$ cat config.mk
export PLATFORM = sky130hd
export DESIGN_NAME = nfre_ctrl
export DESIGN_NICKNAME = d
export VERILOG_FILES = /design/src/nfre_pkg.sv /design/src/nfre_ctrl.sv
export SDC_FILE = /design/constraint.sdc
export NUM_CORES = 1
export LEC_CHECK = 0
export ABC_CLOCK_PERIOD_IN_PS = 2500
export BUFFER_PORTS_ARGS = -buffer_cell sky130_fd_sc_hd__buf_2
export CAP_MARGIN = 20
export CORE_AREA = 3 3 40 42
export CTS_CLUSTER_DIAMETER = 120
export DETAILED_ROUTE_END_ITERATION = 8
export DIE_AREA = 0 0 43 45
export SLEW_MARGIN = 15
export SYNTH_ARGS = -nofsm -noshare
export SYNTH_HDL_FRONTEND = slang
export SYNTH_SLANG_ARGS = --single-unit
export TNS_END_PERCENT = 100
$ cat constraint.sdc
create_clock -name clk -period 2.5 [get_ports clk]
set_clock_uncertainty 0.1 [all_clocks]
set_input_delay 0.125 -clock clk [delete_from_list [all_inputs] [get_ports clk]]
set_output_delay 0.125 -clock clk [all_outputs]
set_load 0.1 [all_outputs]
$ cat src/nfre_pkg.sv
// Shared types, widths and codes for the neuron firing-rate estimator.
// No dependencies; imported by every module of the block.
`default_nettype none

package nfre_pkg;

  // Sizes
  localparam int LOCAL_NEURONS   = 1024;
  localparam int NIDX_W          = $clog2(LOCAL_NEURONS);
  localparam int RANKS           = 4;
  localparam int RANK_W          = $clog2(RANKS);
  localparam int REMOTE_PER_RANK = 1024;
  localparam int RKEY_W          = RANK_W + $clog2(REMOTE_PER_RANK);
  localparam int FRAC_BITS       = 16;
  localparam int RATE_W          = FRAC_BITS + 1;
  localparam int RND_W           = 16;
  localparam int COUNT_W         = 32;
  localparam int STEP_W          = 32;
  localparam int MODE_W          = 3;
  localparam int QCNT_W          = $clog2(FRAC_BITS + 1);

  // Stream payload widths
  localparam int IN_DATA_W  = 80;
  localparam int OUT_DATA_W = 24;

  // 1.0 in Q1.16
  localparam logic [RATE_W-1:0] RATE_ONE = {1'b1, {FRAC_BITS{1'b0}}};

  // Item kinds
  localparam logic [MODE_W-1:0] MODE_FIRED = 3'd0;
  localparam logic [MODE_W-1:0] MODE_SYNC  = 3'd1;
  localparam logic [MODE_W-1:0] MODE_READ  = 3'd2;
  localparam logic [MODE_W-1:0] MODE_STORE = 3'd3;
  localparam logic [MODE_W-1:0] MODE_QUERY = 3'd4;

  // One result beat; rate sits in the low bits when packed
  typedef struct packed {
    logic              error;
    logic              active;
    logic              found;
    logic [RATE_W-1:0] rate;
  } res_t;

  // Controller -> datapath commands
  typedef struct packed {
    logic latch;      // capture the input beat
    logic sweep;      // counter, rate and valid-row memories addressed by the sweep index
    logic sweep_rst;  // sweep index back to zero
    logic sweep_inc;  // advance sweep index
    logic clr_mem;    // post-reset clear of row at sweep index
    logic sync_wr;    // write rate, zero counter, drop remote row
    logic vrow_clr;   // drop remote valid row only
    logic exec_wr;    // per-item memory update
    logic res_cap;    // hold the result of the current item
    logic sync_begin; // record step and elapsed count
    logic div_start;  // start one division
    logic load_now;   // output register from the live result
    logic load_held;  // output register from the held result
  } dp_cmd_t;

  // Datapath -> controller status
  typedef struct packed {
    logic [MODE_W-1:0] mode;
    logic              step_lt;
    logic              step_eq;
    logic              sweep_last;
    logic              div_done;
    logic              out_free;
  } dp_sts_t;

endpackage

`default_nettype wire

$ cat src/nfre_ctrl.sv
// Controller state machine: item sequencing, sync sweep and post-reset clear.
// Depends on nfre_pkg; drives nfre_dp through dp_cmd_t.
`default_nettype none

module nfre_ctrl (
  input  wire logic              clk,
  input  wire logic              rst,
  input  wire logic              in_valid,
  output logic                   in_ready,
  input  wire nfre_pkg::dp_sts_t sts,
  output nfre_pkg::dp_cmd_t      cmd
);
  import nfre_pkg::*;

  localparam logic [2:0] ST_CLEAR  = 3'd0;
  localparam logic [2:0] ST_IDLE   = 3'd1;
  localparam logic [2:0] ST_EXEC   = 3'd2;
  localparam logic [2:0] ST_SRD    = 3'd3;
  localparam logic [2:0] ST_SSTART = 3'd4;
  localparam logic [2:0] ST_SDIV   = 3'd5;
  localparam logic [2:0] ST_VCLR   = 3'd6;
  localparam logic [2:0] ST_RESP   = 3'd7;

  logic [2:0] state;
  logic [2:0] state_next;
  logic       accept;

  assign in_ready = (state == ST_IDLE);
  assign accept   = in_valid && in_ready;

  always_ff @(posedge clk) begin
    if (rst) begin
      state <= ST_CLEAR;
    end else begin
      state <= state_next;
    end
  end

  // Next state and commands
  always_comb begin
    state_next = state;
    cmd        = '0;
    unique case (state)
      ST_CLEAR: begin
        cmd.sweep     = 1'b1;
        cmd.clr_mem   = 1'b1;
        cmd.sweep_inc = 1'b1;
        if (sts.sweep_last) begin
          state_next = ST_IDLE;
        end
      end
      ST_IDLE: begin
        // read address follows the incoming beat
        cmd.latch = accept;
        if (accept) begin
          state_next = ST_EXEC;
        end
      end
      ST_EXEC: begin
        cmd.exec_wr = 1'b1;
        cmd.res_cap = 1'b1;
        if (sts.mode == MODE_SYNC && !sts.step_lt) begin
          cmd.sync_begin = 1'b1;
          cmd.sweep_rst  = 1'b1;
          state_next     = sts.step_eq ? ST_VCLR : ST_SRD;
        end else if (sts.out_free) begin
          cmd.load_now = 1'b1;
          state_next   = ST_IDLE;
        end else begin
          state_next = ST_RESP;
        end
      end
      ST_SRD: begin
        cmd.sweep  = 1'b1;
        state_next = ST_SSTART;
      end
      ST_SSTART: begin
        cmd.sweep     = 1'b1;
        cmd.div_start = 1'b1;
        state_next    = ST_SDIV;
      end
      ST_SDIV: begin
        cmd.sweep = 1'b1;
        if (sts.div_done) begin
          cmd.sync_wr   = 1'b1;
          cmd.sweep_inc = 1'b1;
          state_next    = sts.sweep_last ? ST_RESP : ST_SRD;
        end
      end
      ST_VCLR: begin
        cmd.sweep     = 1'b1;
        cmd.vrow_clr  = 1'b1;
        cmd.sweep_inc = 1'b1;
        if (sts.sweep_last) begin
          state_next = ST_RESP;
        end
      end
      ST_RESP: begin
        if (sts.out_free) begin
          cmd.load_held = 1'b1;
          state_next    = ST_IDLE;
        end
      end
      default: begin
        state_next = ST_CLEAR;
      end
    endcase
  end

`ifndef SYNTH
  // reset always restarts the clearing pass
  a_rst_clear: assert property (@(posedge clk) rst |=> state == ST_CLEAR)
    else $error("reset did not enter clearing pass");

  // an accepted beat is worked on in the next cycle
  a_accept_exec: assert property (@(posedge clk) disable iff (rst)
    accept |=> state == ST_EXEC)
    else $error("accepted beat not executed");

  // divider completes only while the sweep waits for it
  a_div_done: assert property (@(posedge clk) disable iff (rst)
    sts.div_done |-> state == ST_SDIV)
    else $error("divider done outside sweep");

  // output register never overwritten while a beat is pending
  a_load_free: assert property (@(posedge clk) disable iff (rst)
    (cmd.load_now || cmd.load_held) |-> sts.out_free)
    else $error("result loaded over pending beat");
`endif

endmodule

`default_nettype wire

== Yosys cells after proc, flatten, opt, wreduce, memory -nomap -nowiden ==
Cells that the tools add are included.
Storage, ports and cells
  output and inout bits: 14
  input bits: 11
  word-level logic and storage cells: 46
  register bits after elaboration: 3
Operators by class
  eq/ne operators: 13
  reduce and logical (&&, ||, !) cells: 7
  muxes and demuxes: 25
Operators by type and width (number)
  3-bit 2-to-1 mux: 10
  3-bit one-hot mux with 8 select lines: 1
  1-bit 2-to-1 mux: 13
  3-bit equality test, second input constant: 4
  2-bit != test, second input constant: 4
  3-bit by 1-bit equality test with 1-bit output, second input constant: 2
  3-bit by 2-bit equality test with 1-bit output, second input constant: 2
  5-bit AND reduction: 1
  5-bit OR reduction: 1
  3-bit zero test: 1
  1-bit logical AND: 2
  2-bit by 1-bit != test with 1-bit output, second input constant: 1
  1-bit one-hot mux with 2 select lines: 1
  2-bit OR reduction: 1
  1-bit zero test: 1

== Longest topological paths before layout ==
Gate-level depths: netlist (run 1).
  depth in word-level cells: 4
  depth in mapped cells: 5
  gate-level depth less buffers: 4

== Worst setup path before layout (run 1) ==
Ideal clock, no wire load.
  path type: input port to output port
  start point: in sts[6] (netlist bit)
  end point: out cmd[10] (netlist bit)
  slack: -1.057 ns
  data arrival time: 3.332 ns
  required time: 2.275 ns
  stages on the path: 3
  path buffers: 1
  cells stage by stage: or4b_4 -> nor3_1 -> buf_4
RTL lines
  start: declaration: line nfre_ctrl.sv:10  | input wire nfre_pkg::dp_sts_t sts,
  end: declaration: line nfre_ctrl.sv:11  | output nfre_pkg::dp_cmd_t cmd

==> impl_metrics.ini, run 1 <==
[status]
status = finished clean

[logic_synthesis]
synthDistinctLibCells = 31
yosysMostFrequentCell = nor2_1
async_reset_ff_share_pct = 0
yosys-top-cells-count = nor2_1, a21oi_1, nor3_1
yosys.area.top_type_share_pct = 14.95
synth-edff-count = 0
netlist_area_um2 = 401.6
syn_avg_cell_area_um2 = 7.046
yosysWarnings = 0
synth_area_leaders = dfxtp_1, a21oi_1, nor3_1
seq_area_frac_synth_pct = 14.95
synth_seq_cells = 3
yosysTopAreaCell = dfxtp_1
syn_nets = 68
synth_flop_cell = dfxtp_1
syn_inst = 57

[placement]
finalWeightedCongestion = 0.7014
post-place-ws_ps = 659.9
hpwl_um = 805
port_buffers = 24

[sta]
maxClockFrequency_mhz = 476.5
tns_ps = 0
worst_pin_slew_ps = 651.9
setup_ws_ps = 401.5
max_slew_margin_pct = 56.48
rsz0062_at_grt = no
min_period_ps = 2098
report.final.slew_viol_count = 0
finalCritPeriodShare_pct = 83.94
finalHoldViolations = 0
finalSetupViolCount = 0

[global_route]
grt_pass1_wl_mm = 1.573
first_global_vias = 389
overflow = 0
grt_start_max_net_pins = 21
antenna_found_initial = 0
grtUsageTotal_pct = 10.47

[pwr]
vdd_drop_max_v = 0.0001905
p_per_area_nw_per_um2 = 597.6
p_leak_nw = 0.2449

[critical_path]
cp.required_ps = 2280
path_delay_family = flip-flops
worstSetupPathType = reg -> out
crit_fanout = 20
start_kind = flop
crit_buf_inv = 1
crit_path_top_delay_cell = dfxtp_1
cpPeakStageDelay_ps = 730
worstPathArrival_ps = 1870
worstPathCellList = nand2b_1, nor2_2, and2_1, buf_2
cp-end-kind = output port

[layout]
area_delta_synth_final_pct = 35.20
n_antenna_cell = 0
largest-register = state
largest_reg_flops = 3
layout-drive-gt1-share_pct = 42.50
fin_nets = 92
fillCellCount = 148
reg_top3 = state x3

[drt]
routed_wl_mm = 1.005
drc_errors = 0
drt_first_pass_iters = 2
drt_iter0_drc = 6
vias = 468
via_per_inst = 4.926
wl_per_cell_um = 10.58
ant_nets = 0

[clock_network]
htreeDepth = 1
clk_latency_ps = 230
clockBufferDepth = 2
cts_buffers = 3
clk_pin_slew_worst_paths_ps = 40
cts_setup_buffers = 0
cts_sinks = 3
cts_tree = built
root_buffer = clkbuf_4

[floorplan]
start_util_pct = 31.26
die_h_um = 45
io-pin-count = 25
die_w_um = 43
rows = 13
dieArea_um2 = 1935
core_area_um2 = 1285

[min_path]
hold_path.class = in -> reg

[run]
max_cap_violations = 0
[cell type report]
cell class / instances / area [um^2] / share of cell area [%]
tap: 15 / 18.77 / 3.456
inverter: 3 / 11.26 / 2.074
sequential: 3 / 60.06 / 11.06
timing repair buffer: 25 / 130.1 / 23.96
multi-input combinational: 45 / 296.5 / 54.61
clock buffer: 4 / 26.28 / 4.839
[cells by family (layout without fill, tap and decap cells)]
logic type      Yosys count  in the layout  synth area share, %
compound gates           13             13                20.87
mux                       2              2                5.296
simple gates             29             29                42.99
buf+inv                   9             32                13.70
flops                     3              3                14.95
xor+xnor                  1              1                2.181
[metrics by stage]
step | util [%] | hold WS [ps] | power (mW) | cell area (um^2) | std cells
finish | 42.26 | 162.2 | 0.3245 | 543.0 | 95
global route | 42.26 | 214.6 | 0.3392 | 543.0 | 95
global placement | 39.44 | 230.0 | 0.2394 | 506.7 | 90
floorplan | - | 94.07 | 0.2133 | 411.6 | 57
CTS | 42.26 | 166.3 | 0.3263 | 543.0 | 95
detailed placement | 39.44 | 229.3 | 0.2390 | 506.7 | 90
[layer usage]
layer	global-route usage (%)	routed length, um
met1	13.67	469
met2	16.77	444
met3	2.789	75
met4	3.614	14
met5	0	0
[report_power, final]
group	leakage, nW	internal [mW]	switching, mW
Sequential	0.0246	0.0515	0.0149
Combinational	0.205	0.0362	0.137
Clock	0.0150	0.0598	0.0255
[final timing paths]
kind / start / end / slack (ps) / depth (start not counted)
worst max-delay path: state[0]$_SDFFE_PP0P_ / cmd[12] / 400 / 4
worst min-delay path: sts[2] / state[0]$_SDFFE_PP0P_ / 160 / 3
worst max register to register: state[2]$_SDFFE_PP0P_ / state[2]$_SDFFE_PP0P_ / 780 / 4
worst min register to register: state[2]$_SDFFE_PP0P_ / state[2]$_SDFFE_PP0P_ / 560 / 2
[placed cells by master, fill, tap and decap left out, types with 2 or more instances in the layout]
master     n
buf_2     24
a21oi_1    5
nor2_1     4
nor3_1     4
nand2_1    3
inv_1      3
nand2b_1   3
clkbuf_4   3
dfxtp_1    3
nor2_2     2
nor3_2     2
o221ai_1   2
nand3_1    2
[worst reg2reg max path, stage by stage, from the launching register on]
cell	delay, ps
dfxtp_1	570
nand2b_1	290
nor4_1	80
o41ai_1	450
a21oi_1	110
[what timing repair did]
action	CTS	global route
gates resized for setup	0	0
endpoints found under the hold margin	2	0
hold buffers	1	0
Power figures use the tool's default switching activity.
==> inputs of run 2 (changes only) <==
--- a/config.mk
+++ b/config.mk
@@ -5,7 +5,7 @@
 export SDC_FILE = /design/constraint.sdc
 export NUM_CORES = 1
 export LEC_CHECK = 0
-export ABC_CLOCK_PERIOD_IN_PS = 2500
+export ABC_CLOCK_PERIOD_IN_PS = 1940
 export BUFFER_PORTS_ARGS = -buffer_cell sky130_fd_sc_hd__buf_2
 export CAP_MARGIN = 20
 export CORE_AREA = 3 3 40 42
==> constraint.sdc (replaced) <==
create_clock -name clk -period 1.94 [get_ports clk]
set_clock_uncertainty 0.1 [all_clocks]
set_input_delay 0.097 -clock clk [delete_from_list [all_inputs] [get_ports clk]]
set_output_delay 0.097 -clock clk [all_outputs]
set_load 0.1 [all_outputs]
==> impl_metrics.ini, run 2 (same netlist as run 1, synthesis figures left out) <==
[status]
status = finished clean

[critical_path]
reg2reg_to = state[1]$_SDFFE_PP0P_
reg2reg_from = state[1]$_SDFFE_PP0P_
reg2regPathDepth = 5
crit_end = cmd[12]
cp-startpoint = state[1]$_SDFFE_PP0P_
cp.required_ps = 1740
worstSetupPathType = reg -> out
cp-end-kind = output port
rrSetupSlack_ps = 330
worstPathArrival_ps = 1600
crit_fanout = 9
start_kind = flop

[sta]
finalHoldViolations = 0
min_period_ps = 1798
worst_pin_slew_ps = 485.2
finalSetupViolCount = 0
setup_ws_ps = 142.3
rsz0062_at_grt = no
report.final.slew_viol_count = 0
holdWs_ps = 138.6
tns_ps = 0
finalCritPeriodShare_pct = 92.66
max_slew_margin_pct = 67.88
maxClockFrequency_mhz = 556.3

[floorplan]
rows = 13
die_h_um = 45
dieArea_um2 = 1935
start_util_pct = 31.26
io-pin-count = 25
die_w_um = 43
core_area_um2 = 1285

[layout]
mostFrequentLayoutCells = buf_2, buf_12, a21oi_1, buf_4
stdcell_count = 99
final_core_util_pct = 61.25
reg_top3 = state x3
fin_nets = 96
n_antenna_cell = 0
largest-register = state
layout-drive-gt1-share_pct = 54.76
fillCellCount = 107
design_area_um2 = 787.0
largest_reg_flops = 3
mostFrequentLayoutCell = buf_2
area_delta_synth_final_pct = 95.95

[clock_network]
root_buffer = clkbuf_4
clk_latency_ps = 230
htreeDepth = 1
cts_tree = built
cts_sinks = 3
clockBufferDepth = 2
clk_pin_slew_worst_paths_ps = 40
cts-resized-gates = 0
cts_buffers = 3

[drt]
wl_per_cell_um = 12.33
ant_nets = 0
drc_errors = 0
routed_wl_mm = 1.221
drt_first_pass_iters = 3
via_per_inst = 5.051
vias = 500
drt_iter0_drc = 11

[pwr]
p_per_area_nw_per_um2 = 630.1
p_total_uw = 495.9
p_leak_nw = 0.3151
vdd_drop_max_v = 0.0003422

[placement]
post-place-ws_ps = 316.0
place_area_um2 = 750.7
hpwl_mm = 1.059
dp_cells = 94
port_buffers = 24
finalWeightedCongestion = 0.8664

[global_route]
first_global_vias = 465
grtUsageTotal_pct = 13.75
grt_pass1_wl_mm = 1.994
antenna_found_initial = 0
overflow = 0
grt_start_max_net_pins = 12

[run]
max_cap_violations = 0

[min_path]
hold_path.class = in -> reg
## run 2: worst min-delay path by stage
| stage | start | endpoint | slack, ps | depth (start not counted) |
|---|---|---|---|---|
| finish | sts[2] | state[0]$_SDFFE_PP0P_ | 140 | 3 |
| global route | sts[2] | state[0]$_SDFFE_PP0P_ | 150 | 3 |
| CTS | sts[2] | state[0]$_SDFFE_PP0P_ | 140 | 3 |
| detailed placement | rst | state[2]$_SDFFE_PP0P_ | 200 | 2 |
| global placement | rst | state[2]$_SDFFE_PP0P_ | 200 | 2 |
| floorplan | rst | state[2]$_SDFFE_PP0P_ | 70 | 1 |
## run 2: routing by layer
metal / global-route usage (%) / share of wire [%] / vias to the layer above
li1: - / - / 261
met1: 16.67 / 40 / 229
met2: 21.86 / 56 / 8
met4: 9.036 / 1.1 / 0
met5: 0 / 0 / -
met3: 3.187 / 3.4 / 2
## run 2: cell type report
| type | instances | area, um^2 | share of cell area (%) |
|---|---|---|---|
| flip-flops and latches | 3 | 60.06 | 7.631 |
| clock buffers | 4 | 26.28 | 3.339 |
| repair buffers | 29 | 325.3 | 41.34 |
| well taps | 15 | 18.77 | 2.385 |
| inverters | 3 | 11.26 | 1.431 |
| multi-input cells | 45 | 345.3 | 43.88 |
## run 2: worst max-delay path: stages (launching register included)
cell and delay [ps]:
dfxtp_1 470, buf_4 210, nand2b_1 250, nor2_4 60
and2_2 210, buf_12 160
## run 2: timing repair
item / in CTS / in global routing
hold endpoints to repair: 3 / 0
hold buffers: 1 / 0
setup buffers: 0 / 0
endpoints found under the setup margin: 0 / 0
## run 2: report_power, final
group / total, mW / switching [mW] / internal [mW]
logic: 0.311 / 0.207 / 0.104
clock network: 0.107 / 0.0301 / 0.0769
registers: 0.0778 / 0.0114 / 0.0664
